--- config.mk ---
export PLATFORM = sky130hd
export DESIGN_NAME = multicast_hash_filter_refcount
export DESIGN_NICKNAME = d
export VERILOG_FILES = /design/src/hw/rtl/mhf_pkg.sv /design/src/hw/rtl/mhf_ram.sv /design/src/hw/rtl/mhf_crc.sv /design/src/hw/rtl/multicast_hash_filter_refcount.sv
export VERILOG_INCLUDE_DIRS = /design/src /design/src/hw/rtl
export SDC_FILE = /design/constraint.sdc
export NUM_CORES = 1
export LEC_CHECK = 0
export BUFFER_PORTS_ARGS = -buffer_cell sky130_fd_sc_hd__buf_2
export CELL_PAD_IN_SITES_DETAIL_PLACEMENT = 0
export CELL_PAD_IN_SITES_GLOBAL_PLACEMENT = 1
export CORE_AREA = 10 10 257 259
export DETAILED_ROUTE_END_ITERATION = 8
export DIE_AREA = 0 0 267 269
export GPL_TIMING_DRIVEN = 0
export HOLD_SLACK_MARGIN = 0.15
export PLACE_DENSITY_LB_ADDON = 0.1
export SYNTH_ARGS = -nofsm -noshare
export SYNTH_HDL_FRONTEND = slang
export SYNTH_SLANG_ARGS = --single-unit
--- constraint.sdc ---
create_clock -name clk -period 15.8 [get_ports clk]
set_clock_uncertainty 0.2 [all_clocks]
set_input_delay 2.37 -clock clk [delete_from_list [all_inputs] [get_ports clk]]
set_output_delay 2.37 -clock clk [all_outputs]
set_load 0.005 [all_outputs]
--- src/hw/rtl/multicast_hash_filter_refcount_macros.svh ---
// Assertion macros shared by the multicast hash filter RTL.
`ifndef MULTICAST_HASH_FILTER_REFCOUNT_MACROS_SVH
`define MULTICAST_HASH_FILTER_REFCOUNT_MACROS_SVH

// Same-cycle implication, checked outside reset.
`define MHF_ASSERT_NOW(label, clk, rst_n, ante, cons) \
    label: assert property (@(posedge clk) disable iff (!rst_n) (ante) |-> (cons)) \
        else $error("mhf: same-cycle check failed");

// Next-cycle implication, checked outside reset.
`define MHF_ASSERT_NEXT(label, clk, rst_n, ante, cons) \
    label: assert property (@(posedge clk) disable iff (!rst_n) (ante) |=> (cons)) \
        else $error("mhf: next-cycle check failed");

`endif

--- src/hw/rtl/mhf_pkg.sv ---
// Types and constants of the multicast hash filter.
`default_nettype none

package mhf_pkg;

    localparam int unsigned MAC_WIDTH   = 48;
    localparam int unsigned MAC_BYTES   = 6;
    localparam int unsigned CRC_WIDTH   = 32;
    localparam int unsigned NUM_BUCKETS = 64;
    localparam int unsigned BUCKET_W    = 6;
    localparam int unsigned WORD_BITS   = 32;

    localparam logic [CRC_WIDTH-1:0] CRC_POLY = 32'hEDB8_8320;

    localparam logic OP_LEAVE = 1'b0;
    localparam logic OP_JOIN  = 1'b1;

    localparam logic [1:0] STATUS_OK        = 2'd0;
    localparam logic [1:0] STATUS_EMPTY     = 2'd1;
    localparam logic [1:0] STATUS_SATURATED = 2'd2;

    typedef struct packed {
        logic                 opcode;
        logic [MAC_WIDTH-1:0] group_mac;
    } req_t;

    typedef struct packed {
        logic [WORD_BITS-1:0] hash_low_word;
        logic [WORD_BITS-1:0] hash_high_word;
        logic [BUCKET_W-1:0]  bucket;
        logic [1:0]           status;
    } rsp_t;

    typedef enum logic [1:0] {
        ST_IDLE,
        ST_HASH,
        ST_READ,
        ST_WRITE
    } state_t;

endpackage

`default_nettype wire

--- src/hw/rtl/mhf_ram.sv ---
// Generic single-write, single-read RAM with registered read data.
`default_nettype none

module mhf_ram #(
    parameter int unsigned WIDTH = 8,
    parameter int unsigned DEPTH = 64
) (
    input  wire logic                     clk,
    input  wire logic                     wr_en,
    input  wire logic [$clog2(DEPTH)-1:0] wr_addr,
    input  wire logic [WIDTH-1:0]         wr_data,
    input  wire logic                     rd_en,
    input  wire logic [$clog2(DEPTH)-1:0] rd_addr,
    output logic      [WIDTH-1:0]         rd_data
);

    logic [WIDTH-1:0] mem_reg [DEPTH];
    logic [WIDTH-1:0] rd_data_reg;

    always_ff @(posedge clk)
    begin
        if (wr_en)
        begin
            mem_reg[wr_addr] <= wr_data;
        end
        if (rd_en)
        begin
            rd_data_reg <= mem_reg[rd_addr];
        end
    end

    assign rd_data = rd_data_reg;

endmodule

`default_nettype wire

--- src/hw/rtl/mhf_crc.sv ---
// Bit-serial reflected CRC-32 over a MAC address, yielding the bucket index.
`default_nettype none

module mhf_crc (
    input  wire logic                           clk,
    input  wire logic                           rst_n,
    input  wire logic                           start,
    input  wire logic [mhf_pkg::MAC_WIDTH-1:0]  group_mac,
    output logic                                done,
    output logic      [mhf_pkg::BUCKET_W-1:0]   bucket
);

    localparam int unsigned CNT_W = $clog2(mhf_pkg::MAC_WIDTH);
    localparam logic [CNT_W-1:0] LAST_BIT = CNT_W'(mhf_pkg::MAC_WIDTH - 1);

    logic [mhf_pkg::MAC_WIDTH-1:0] shift_reg, shift_next;
    logic [mhf_pkg::CRC_WIDTH-1:0] crc_reg, crc_next;
    logic [CNT_W-1:0]              cnt_reg, cnt_next;
    logic                          busy_reg, busy_next;
    logic                          done_reg, done_next;
    logic [mhf_pkg::MAC_WIDTH-1:0] mac_swapped;
    logic                          feedback;

    // Put the first byte in the low bits so bit 0 is always the next one on the wire.
    always_comb
    begin
        for (int i = 0; i < mhf_pkg::MAC_BYTES; i++)
        begin
            mac_swapped[8*i +: 8] = group_mac[mhf_pkg::MAC_WIDTH - 8 - 8*i +: 8];
        end
    end

    assign feedback = crc_reg[0] ^ shift_reg[0];

    always_comb
    begin
        shift_next = shift_reg;
        crc_next   = crc_reg;
        cnt_next   = cnt_reg;
        busy_next  = busy_reg;
        done_next  = 1'b0;
        if (start)
        begin
            shift_next = mac_swapped;
            crc_next   = '1;
            cnt_next   = '0;
            busy_next  = 1'b1;
        end
        else if (busy_reg)
        begin
            shift_next = {1'b0, shift_reg[mhf_pkg::MAC_WIDTH-1:1]};
            crc_next   = {1'b0, crc_reg[mhf_pkg::CRC_WIDTH-1:1]}
                       ^ (feedback ? mhf_pkg::CRC_POLY : '0);
            cnt_next   = cnt_reg + CNT_W'(1);
            if (cnt_reg == LAST_BIT)
            begin
                busy_next = 1'b0;
                done_next = 1'b1;
            end
        end
    end

    always_ff @(posedge clk or negedge rst_n)
    begin
        if (!rst_n)
        begin
            busy_reg <= 1'b0;
            done_reg <= 1'b0;
            cnt_reg  <= '0;
        end
        else
        begin
            busy_reg <= busy_next;
            done_reg <= done_next;
            cnt_reg  <= cnt_next;
        end
    end

    always_ff @(posedge clk)
    begin
        shift_reg <= shift_next;
        crc_reg   <= crc_next;
    end

    // Final inversion and bit reversal: the top six reversed bits are crc bits 0..5.
    always_comb
    begin
        for (int i = 0; i < mhf_pkg::BUCKET_W; i++)
        begin
            bucket[mhf_pkg::BUCKET_W - 1 - i] = ~crc_reg[i];
        end
    end

    assign done = done_reg;

endmodule

`default_nettype wire

--- src/hw/rtl/multicast_hash_filter_refcount.sv ---
// Top level of the multicast hash filter with per-bucket reference counts.
//
// Each join or leave request goes through these steps from acceptance to
// result: the CRC-32 of the 48-bit address is computed one bit per clock, the
// bucket index is latched, the bucket count is read from the count RAM, and,
// once the result register is free, the updated count is written and the
// result register loaded. One request is in flight at a time; the next is
// accepted the cycle after the result is loaded, even while that result waits
// on rsp_stall. The serial CRC takes most of the time of a request. Counts and
// the hash table read as zero straight out of reset; no clearing pass is
// needed.
`default_nettype none

`include "multicast_hash_filter_refcount_macros.svh"

module multicast_hash_filter_refcount #(
    parameter int unsigned COUNT_WIDTH = 8
) (
    input  wire logic          clk,
    input  wire logic          rst_n,
    input  wire logic          req_valid,
    output logic               req_stall,
    input  wire mhf_pkg::req_t req,
    output logic               rsp_valid,
    input  wire logic          rsp_stall,
    output mhf_pkg::rsp_t      rsp
);

    localparam logic [COUNT_WIDTH-1:0] COUNT_MAX = {COUNT_WIDTH{1'b1}};
    localparam logic [COUNT_WIDTH-1:0] COUNT_ONE = COUNT_WIDTH'(1);

    mhf_pkg::state_t state_reg, state_next;

    logic                                 opcode_reg, opcode_next;
    logic [mhf_pkg::BUCKET_W-1:0]         bucket_reg, bucket_next;
    logic [mhf_pkg::NUM_BUCKETS-1:0]      valid_reg, valid_next;
    logic [mhf_pkg::NUM_BUCKETS-1:0]      hash_reg, hash_next;
    logic                                 rsp_valid_reg, rsp_valid_next;
    mhf_pkg::rsp_t                        rsp_reg, rsp_next;

    logic                                 req_accept;
    logic                                 crc_done;
    logic [mhf_pkg::BUCKET_W-1:0]         crc_bucket;
    logic                                 ram_rd_en;
    logic                                 ram_wr_en;
    logic [COUNT_WIDTH-1:0]               ram_rd_data;
    logic [COUNT_WIDTH-1:0]               cur_count;
    logic [COUNT_WIDTH-1:0]               new_count;
    logic [1:0]                           new_status;
    logic [mhf_pkg::NUM_BUCKETS-1:0]      bucket_bit;
    logic                                 out_free;

    assign req_stall  = (state_reg != mhf_pkg::ST_IDLE);
    assign req_accept = req_valid && !req_stall;
    assign out_free   = !rsp_valid_reg || !rsp_stall;

    mhf_crc u_crc (
        .clk       (clk),
        .rst_n     (rst_n),
        .start     (req_accept),
        .group_mac (req.group_mac),
        .done      (crc_done),
        .bucket    (crc_bucket)
    );

    mhf_ram #(
        .WIDTH (COUNT_WIDTH),
        .DEPTH (mhf_pkg::NUM_BUCKETS)
    ) u_count_ram (
        .clk     (clk),
        .wr_en   (ram_wr_en),
        .wr_addr (bucket_reg),
        .wr_data (new_count),
        .rd_en   (ram_rd_en),
        .rd_addr (bucket_reg),
        .rd_data (ram_rd_data)
    );

    // A bucket never written since reset holds count zero.
    assign cur_count  = valid_reg[bucket_reg] ? ram_rd_data : '0;
    assign bucket_bit = mhf_pkg::NUM_BUCKETS'(1) << bucket_reg;

    always_comb
    begin
        new_count  = cur_count;
        new_status = mhf_pkg::STATUS_OK;
        if (opcode_reg == mhf_pkg::OP_JOIN)
        begin
            if (cur_count == COUNT_MAX)
            begin
                new_status = mhf_pkg::STATUS_SATURATED;
            end
            else
            begin
                new_count = cur_count + COUNT_ONE;
            end
        end
        else
        begin
            if (cur_count == '0)
            begin
                new_status = mhf_pkg::STATUS_EMPTY;
            end
            else
            begin
                new_count = cur_count - COUNT_ONE;
            end
        end
    end

    always_comb
    begin
        state_next     = state_reg;
        opcode_next    = opcode_reg;
        bucket_next    = bucket_reg;
        valid_next     = valid_reg;
        hash_next      = hash_reg;
        rsp_valid_next = rsp_valid_reg;
        rsp_next       = rsp_reg;
        ram_rd_en      = 1'b0;
        ram_wr_en      = 1'b0;

        if (rsp_valid_reg && !rsp_stall)
        begin
            rsp_valid_next = 1'b0;
        end

        unique case (state_reg)
            mhf_pkg::ST_IDLE:
            begin
                if (req_accept)
                begin
                    opcode_next = req.opcode;
                    state_next  = mhf_pkg::ST_HASH;
                end
            end
            mhf_pkg::ST_HASH:
            begin
                if (crc_done)
                begin
                    bucket_next = crc_bucket;
                    state_next  = mhf_pkg::ST_READ;
                end
            end
            mhf_pkg::ST_READ:
            begin
                ram_rd_en  = 1'b1;
                state_next = mhf_pkg::ST_WRITE;
            end
            mhf_pkg::ST_WRITE:
            begin
                // Hold the read count until the result register is free.
                if (out_free)
                begin
                    ram_wr_en  = 1'b1;
                    valid_next = valid_reg | bucket_bit;
                    if (opcode_reg == mhf_pkg::OP_JOIN)
                    begin
                        hash_next = hash_reg | bucket_bit;
                    end
                    else if (new_count == '0)
                    begin
                        hash_next = hash_reg & ~bucket_bit;
                    end
                    rsp_next.hash_low_word  = hash_next[mhf_pkg::WORD_BITS-1:0];
                    rsp_next.hash_high_word =
                        hash_next[mhf_pkg::NUM_BUCKETS-1:mhf_pkg::WORD_BITS];
                    rsp_next.bucket         = bucket_reg;
                    rsp_next.status         = new_status;
                    rsp_valid_next          = 1'b1;
                    state_next              = mhf_pkg::ST_IDLE;
                end
            end
            default:
            begin
                state_next = mhf_pkg::ST_IDLE;
            end
        endcase
    end

    always_ff @(posedge clk or negedge rst_n)
    begin
        if (!rst_n)
        begin
            state_reg     <= mhf_pkg::ST_IDLE;
            valid_reg     <= '0;
            hash_reg      <= '0;
            rsp_valid_reg <= 1'b0;
        end
        else
        begin
            state_reg     <= state_next;
            valid_reg     <= valid_next;
            hash_reg      <= hash_next;
            rsp_valid_reg <= rsp_valid_next;
        end
    end

    always_ff @(posedge clk)
    begin
        opcode_reg <= opcode_next;
        bucket_reg <= bucket_next;
        rsp_reg    <= rsp_next;
    end

    assign rsp_valid = rsp_valid_reg;
    assign rsp       = rsp_reg;

    `MHF_ASSERT_NOW(a_crc_done_in_hash, clk, rst_n,
        crc_done, state_reg == mhf_pkg::ST_HASH)
    `MHF_ASSERT_NEXT(a_empty_leave_keeps_table, clk, rst_n,
        state_reg == mhf_pkg::ST_WRITE && out_free &&
        new_status == mhf_pkg::STATUS_EMPTY, $stable(hash_reg))
    `MHF_ASSERT_NOW(a_saturated_bit_set, clk, rst_n,
        rsp_valid_reg && rsp_reg.status == mhf_pkg::STATUS_SATURATED,
        hash_reg[rsp_reg.bucket])
    `MHF_ASSERT_NEXT(a_write_loads_result, clk, rst_n,
        ram_wr_en, rsp_valid_reg && state_reg == mhf_pkg::ST_IDLE)

endmodule

`default_nettype wire
; After elaboration in Yosys (flattened, before gate mapping)
; Memories as Yosys holds them, arrays and structs flattened. A register that Yosys moved wholly into a read port is not among the register bits.
; Cells that the tools add are included.
[totals]
mem_count = 1
mem_bits_ro = 0
in_bits = 53
ram_bits = 512
latch_bits = 0
reg_bits = 298
[memory_table]
columns = name, words, width, rd, rd_clocked_by_memory_dff, wr, line_no
row1 = u_count_ram.mem_reg, 64, 8, 1, 1, 1, mhf_ram.sv:17  ; logic [WIDTH-1:0] mem_reg [DEPTH];
[op_classes]
shifts = 1
addsub = 3
reduce_logical = 15
n_eq_ne = 8
n_lt_le_gt_ge = 1
bitwise_logic = 12
n_mux = 34
n_div = 0
mul = 0
[ops]
columns = op, n
row1 = 64-bit two-way mux, 2
row2 = 64-bit bitwise OR, 2
row3 = 48-bit two-way mux, 2
row4 = 64-bit bitwise AND, 1
row5 = 64-bit inverter, 1
row6 = 1-bit by 6-bit << shifter with 64-bit output (first input constant), 1
row7 = 32-bit two-way mux, 1
row8 = 8-bit two-way mux, 4
row9 = 31-bit by 32-bit bitwise XOR with 32-bit output, 1
row10 = 8-bit logical NOT, 2
row11 = 1-bit two-way mux, 16
row12 = 6-bit two-way mux, 2
row13 = 2-bit two-way mux, 5
row14 = 8-bit by 1-bit adder with 8-bit output (second input constant), 1
row15 = 8-bit == test (second input constant), 1
row16 = 2-bit case mux with 4 select lines, 1
row17 = 8-bit by 1-bit subtractor with 8-bit output (second input constant), 1
row18 = 6-bit by 7-bit less-than comparator with 1-bit output (second input constant), 1
row19 = 6-bit by 1-bit adder with 6-bit output (second input constant), 1
row20 = 1-bit binary-select mux with 6-bit select, 1
row21 = 6-bit == test (second input constant), 1
row22 = 1-bit inverter, 6
row23 = 2-bit AND reduction, 3
row24 = 2-bit == test (second input constant), 2
row25 = 10 further kinds, 15

; Logic depth before layout (Yosys ltp)
[depth]
depth_word = 9
ltp_mapped = 25

; Cells and area by module
; From an unflattened synthesis, not the netlist that was laid out.
[hier_totals]
cells_unflattened = 2245
hier_area_um2 = 34470.6
[by_module_without_submodules]
columns = mod, n_inst, cells_per_inst, area_each_um2
row1 = mhf_ram, 1, 940, 20246.9
row2 = multicast_hash_filter_refcount, 1, 1044, 10631.4
row3 = mhf_crc, 1, 261, 3592.2

; Worst setup path after synthesis
; No wires, ideal clock.
[synth_timing]
path_kind = register to register
from = reg bucket_reg[5] (netlist name)
to = reg hash_reg[52] (netlist name)
required_time_ps = 15515
t_arrival_ps = 7208
setup_time_ps = 85
stages_incl_launch_ff = 19
synth_period_minus_slack_ps = 7494
slack_ps = 8306
path_cell_list = edfxtp_1 > buf_4 > nor3_1 > o21ai_0 > or3_1 > nand4_1 > buf_2 > buf_2 > nand2_1 > ha_1 > nand3_1 > o21ai_0 > and2_0 > o41ai_1 > a211o_1 > buf_2 > buf_6 > nor4_1 > o22ai_1
[synth_via]
elab_chain_cells = 9
word_cells_on_any_way = 17
[synth_rtl]
columns = element, line_no
row1 = "start, declared", multicast_hash_filter_refcount.sv:35  ; logic [mhf_pkg::BUCKET_W-1:0] bucket_reg, bucket_next;
row2 = "start signal, assigned", multicast_hash_filter_refcount.sv:202  ; bucket_reg <= bucket_next;
row3 = 1-bit binary-select mux with 6-bit select (*), multicast_hash_filter_refcount.sv:80  ; assign cur_count = valid_reg[bucket_reg] ? ram_rd_data : '0;
row4 = 1-bit two-way mux (implied by the code) (*), multicast_hash_filter_refcount.sv:80
row5 = 8-bit two-way mux (*), multicast_hash_filter_refcount.sv:80
row6 = "8-bit by 1-bit subtractor with 8-bit output, or another cell as far along", multicast_hash_filter_refcount.sv:106  ; new_count = cur_count - COUNT_ONE;
row7 = 8-bit two-way mux (on tied branches), "multicast_hash_filter_refcount.sv:100, multicast_hash_filter_refcount.sv:89"
row8 = 8-bit two-way mux (*), multicast_hash_filter_refcount.sv:87  ; if (opcode_reg == mhf_pkg::OP_JOIN)
row9 = named net new_count[4], multicast_hash_filter_refcount.sv:48  ; logic [COUNT_WIDTH-1:0] new_count;
row10 = 8-bit logical NOT (*), multicast_hash_filter_refcount.sv:161  ; else if (new_count == '0)
row11 = 64-bit two-way mux (*), multicast_hash_filter_refcount.sv:161
row12 = 64-bit two-way mux (*), multicast_hash_filter_refcount.sv:157  ; if (opcode_reg == mhf_pkg::OP_JOIN)
row13 = "end signal, assigned", multicast_hash_filter_refcount.sv:194  ; hash_reg <= hash_next;
row14 = "end, declared", multicast_hash_filter_refcount.sv:37  ; logic [mhf_pkg::NUM_BUCKETS-1:0] hash_reg, hash_next;
; Mark *: on every way through the listed nets, which the timed path passes. The rest lies on a longest branch. The select of a mux whose other input is x is not followed.
; A chain may end at the register's enable or synchronous reset.

; Final worst setup path
[layout_timing]
from = reg bucket_reg[3] (netlist name)
to = reg rsp_reg, in the netlist rsp[41] (data pin)
[layout_via]
elab_chain_cells = 9
word_cells_on_any_way = 17
[layout_rtl]
columns = element, line_no
row1 = 1-bit binary-select mux with 6-bit select (*), multicast_hash_filter_refcount.sv:80
row2 = 1-bit two-way mux (implied by the code) (*), multicast_hash_filter_refcount.sv:80
row3 = 8-bit two-way mux (*), multicast_hash_filter_refcount.sv:80
row4 = "8-bit by 1-bit subtractor with 8-bit output, or another cell as far along", multicast_hash_filter_refcount.sv:106
row5 = 8-bit two-way mux (on tied branches), "multicast_hash_filter_refcount.sv:100, multicast_hash_filter_refcount.sv:89"
row6 = 8-bit two-way mux (*), multicast_hash_filter_refcount.sv:87
row7 = named net new_count[5], multicast_hash_filter_refcount.sv:48
row8 = 8-bit logical NOT (*), multicast_hash_filter_refcount.sv:161
row9 = 64-bit two-way mux (*), multicast_hash_filter_refcount.sv:161
row10 = 64-bit two-way mux (*), multicast_hash_filter_refcount.sv:157
row11 = "end signal, assigned", multicast_hash_filter_refcount.sv:203  ; rsp_reg <= rsp_next;
row12 = "end, declared", multicast_hash_filter_refcount.sv:39  ; mhf_pkg::rsp_t rsp_reg, rsp_next;
; Marked as above.

==> flow_summary.ini <==
[status]
status = complete, no violations

[floorplan]
start_util_pct = 55.20
die_x_um = 267
die_area_um2 = 71820
fp.dieH_um = 269
rows = 91
io_pins = 127
core_area_um2 = 61030

[clock_tree]
clock-sinks = 818
cts_resized = 0
clkTransAtPathRegs_ns = 0.06
holdBufCountCts = 0
post-cts-setup-buffers = 0
numCtsBuffers = 84
clk_latency_ns = 0.64
cts_tree = built
cts_root_buf = clkbuf_16
clock_path_buffers = 3
cts-htree-levels = 3

[power]
peakVddDrop_uv = 86.66
p_per_area_nw_per_um2 = 112.2
leakagePower_uw = 0.01553

[critical_path]
arrival_ns = 7.35
critPathMaxFanout = 34
crit_chain = clkbuf_1, nor2_1, o2111ai_1, a21o_1, nand4_1, buf_2, buf_2, nand2_1, inv_1, ha_1, and4_1, nand2b_1, a21oi_1, o21ai_0, nand2_2, a211o_1, nor3_2, buf_2, a21oi_1
cp_common_cell = buf_2
worst-r2r-setup-slack_ns = 8.62
cp_data_required_time_ns = 15.96
max_stage_delay_ns = 0.95
path_class = flop to flop
worstSetupStartpointType = flop
critPathSlowestCell = clkbuf_1
ff2ff_path_depth = 19
end_kind = flop

[logic_synthesis]
yosysSeqAreaShare_pct = 69.90
syn-num-nets = 2301
ys_types = 62
syn_area_per_cell_um2 = 15.05
synth_area_leaders = edfxtp_1, dfrtp_1, mux4_2, nand2_1, dfxtp_1
synthCells = 2239
yosysTopAreaCell = edfxtp_1
synth_edf_count = 647
ys_seq_elements = 818
ys.flop_type = edfxtp_1
synth_top_area_share_pct = 57.67
ys_warn_count = 0
synth_async_sr_flop_share_pct = 16.99
syn_area_um2 = 33690

[route]
initialDrtViolationCount = 2732
met1_length_um = 36890
topRoutingLayerUsed = met4
drt_wl_total_um = 93820
ant_nets = 0
vias = 20896
met2_length_um = 45170
wl_per_cell_um = 28.22
via_per_inst = 6.285
drc = 0
drt_pass1_iterations = 7
wl_met3_um = 9174

[sta]
worstMarginPinSlew_ns = 1.417
final-hold-violation-count = 0
hold_ws_ns = 0.2668
min_period_over_period_pct = 45.47
finalSetupViolCount = 0
fmax_mhz = 139.2
tns_ns = 0
rsz0062_at_grt = no
slew_headroom_pct = 5.167
layout_min_cycle_time_ns = 7.184
slew_violations = 0

[global_routing]
grt_pass1_vias = 20915
grt_max_degree = 99
grt_pass1_wl_um = 137600
antenna_found_initial = 1
grtUsageTotal_pct = 26.36
grt-ovfl-total = 0

[final_layout]
seq_area_um2 = 23550
largest_register_ffs = 512
final_nets = 2528
drive_gt1_share_pct = 19.34
multi_input_area_um2 = 9041
fillers = 4502
area_growth_syn_to_layout_pct = 14.10

[worst_hold_path]
hp-class = flop to flop
hold_depth = 1

[flow_run]
maxCapViolations = 0

[placement]
gp_congestion = 0.9325
dp_hpwl_um = 65610
numPortBuffers = 126
-- path summary, 6_finish.rpt --
check / end / from
max: rsp[41]$_DFFE_PP_ / bucket_reg[3]$_DFFE_PP_
min: valid_reg[28]$_DFFE_PN0P_ / valid_reg[28]$_DFFE_PN0P_
max reg2reg: rsp[41]$_DFFE_PP_ / bucket_reg[3]$_DFFE_PP_
min reg2reg: valid_reg[28]$_DFFE_PN0P_ / valid_reg[28]$_DFFE_PN0P_
max in group asynchronous: valid_reg[56]$_DFFE_PN0P_ / rst_n
min in group asynchronous: u_crc.busy_reg$_DFF_PN0_ / rst_n
-- report_power, final --
group          switching, uW  internal (uW)  total, uW  leakage (uW)
Clock                    840           1160       2000       0.00134
Combinational           8.99           5.42       14.4       0.00528
Sequential                 0           2300       2300       0.00892
-- metrics by stage --
stage	instances	instance area [um^2]	power (uW)	util [%]	setup slack, ns
after floorplan	2239	33690	2340	-	8.306
after global placement	3155	35310	2354	57.85	3.472
after detailed placement	3170	35660	2355	58.42	8.978
after CTS	3324	38430	4331	62.97	8.932
after global routing	3324	38440	4419	62.98	8.395
final	3325	38440	4312	62.98	8.616
-- final cells by class --
class,count,share of cell area (%)
multi-input combinational,1130,23.52
buffer,150,1.657
timing repair buffer,141,2.383
clock inverter,43,1.107
antenna,1,0.006510
sequential,818,61.26
inverter,141,1.383
tap,790,2.572
clock buffer,111,6.110
-- cell usage in the layout (no fill, tap or decap), types with 7 or more instances in the layout --
master,count
nor3_1,72
o22ai_1,68
mux4_2,151
edfxtp_1,647
nand2b_1,69
dfxtp_1,32
ha_1,9
clkbuf_16,88
bufinv_16,7
mux2_2,14
clkinv_2,11
nand2_1,280
clkbuf_1,100
nand3_1,10
nor2_1,41
nor2b_1,9
clkinv_1,17
nor4_1,57
inv_1,138
dfrtp_1,139
a31oi_1,65
buf_2,158
a21oi_1,77
mux2i_1,49
buf_1,27
xnor2_1,17
and2_1,7
a22oi_1,10
o211ai_1,11
o21ai_0,25
or2_2,8
-- cell usage after synthesis (14+ instances only) --
cell	count
nor4_1	57
o21ai_0	29
clkbuf_1	84
nor2_1	41
buf_1	28
a31oi_1	65
mux4_2	151
dfxtp_1	32
dfrtp_1	139
nor3_1	73
a21oi_1	77
buf_2	33
mux2_2	14
nand2_1	281
edfxtp_1	647
inv_1	139
mux2i_1	49
xnor2_1	17
o22ai_1	68
nand2b_1	70
-- kinds of logic after synthesis --
family / share of synthesized area [%]
DFF: 69.90
and+or+nand+nor: 8.175
AOI/OAI and AO/OA: 5.489
buffers and inverters: 3.454
muxes: 12.05
xor gates and xnor gates: 0.5979
adders and majority gates: 0.3343
-- worst max-delay path: cells and delay by family (launching register included) --
| family | cells | cell delay [ns] |
|---|---|---|
| buffers and inverters | 5 | 1.90 |
| AOI/OAI and AO/OA | 6 | 1.45 |
| and+or+nand+nor | 7 | 2.42 |
| adders and majority gates | 1 | 0.25 |
| DFF | 1 | 0.67 |
-- layer usage --
| layer | vias up | GRT usage [%] |
|---|---|---|
| met4 | 0 | 7.892 |
| met1 | 10669 | 35.24 |
| met2 | 1127 | 42.44 |
| met5 | - | 0 |
| met3 | 155 | 6.601 |
| li1 | 8945 | - |
(Power assumes the default switching activity.)
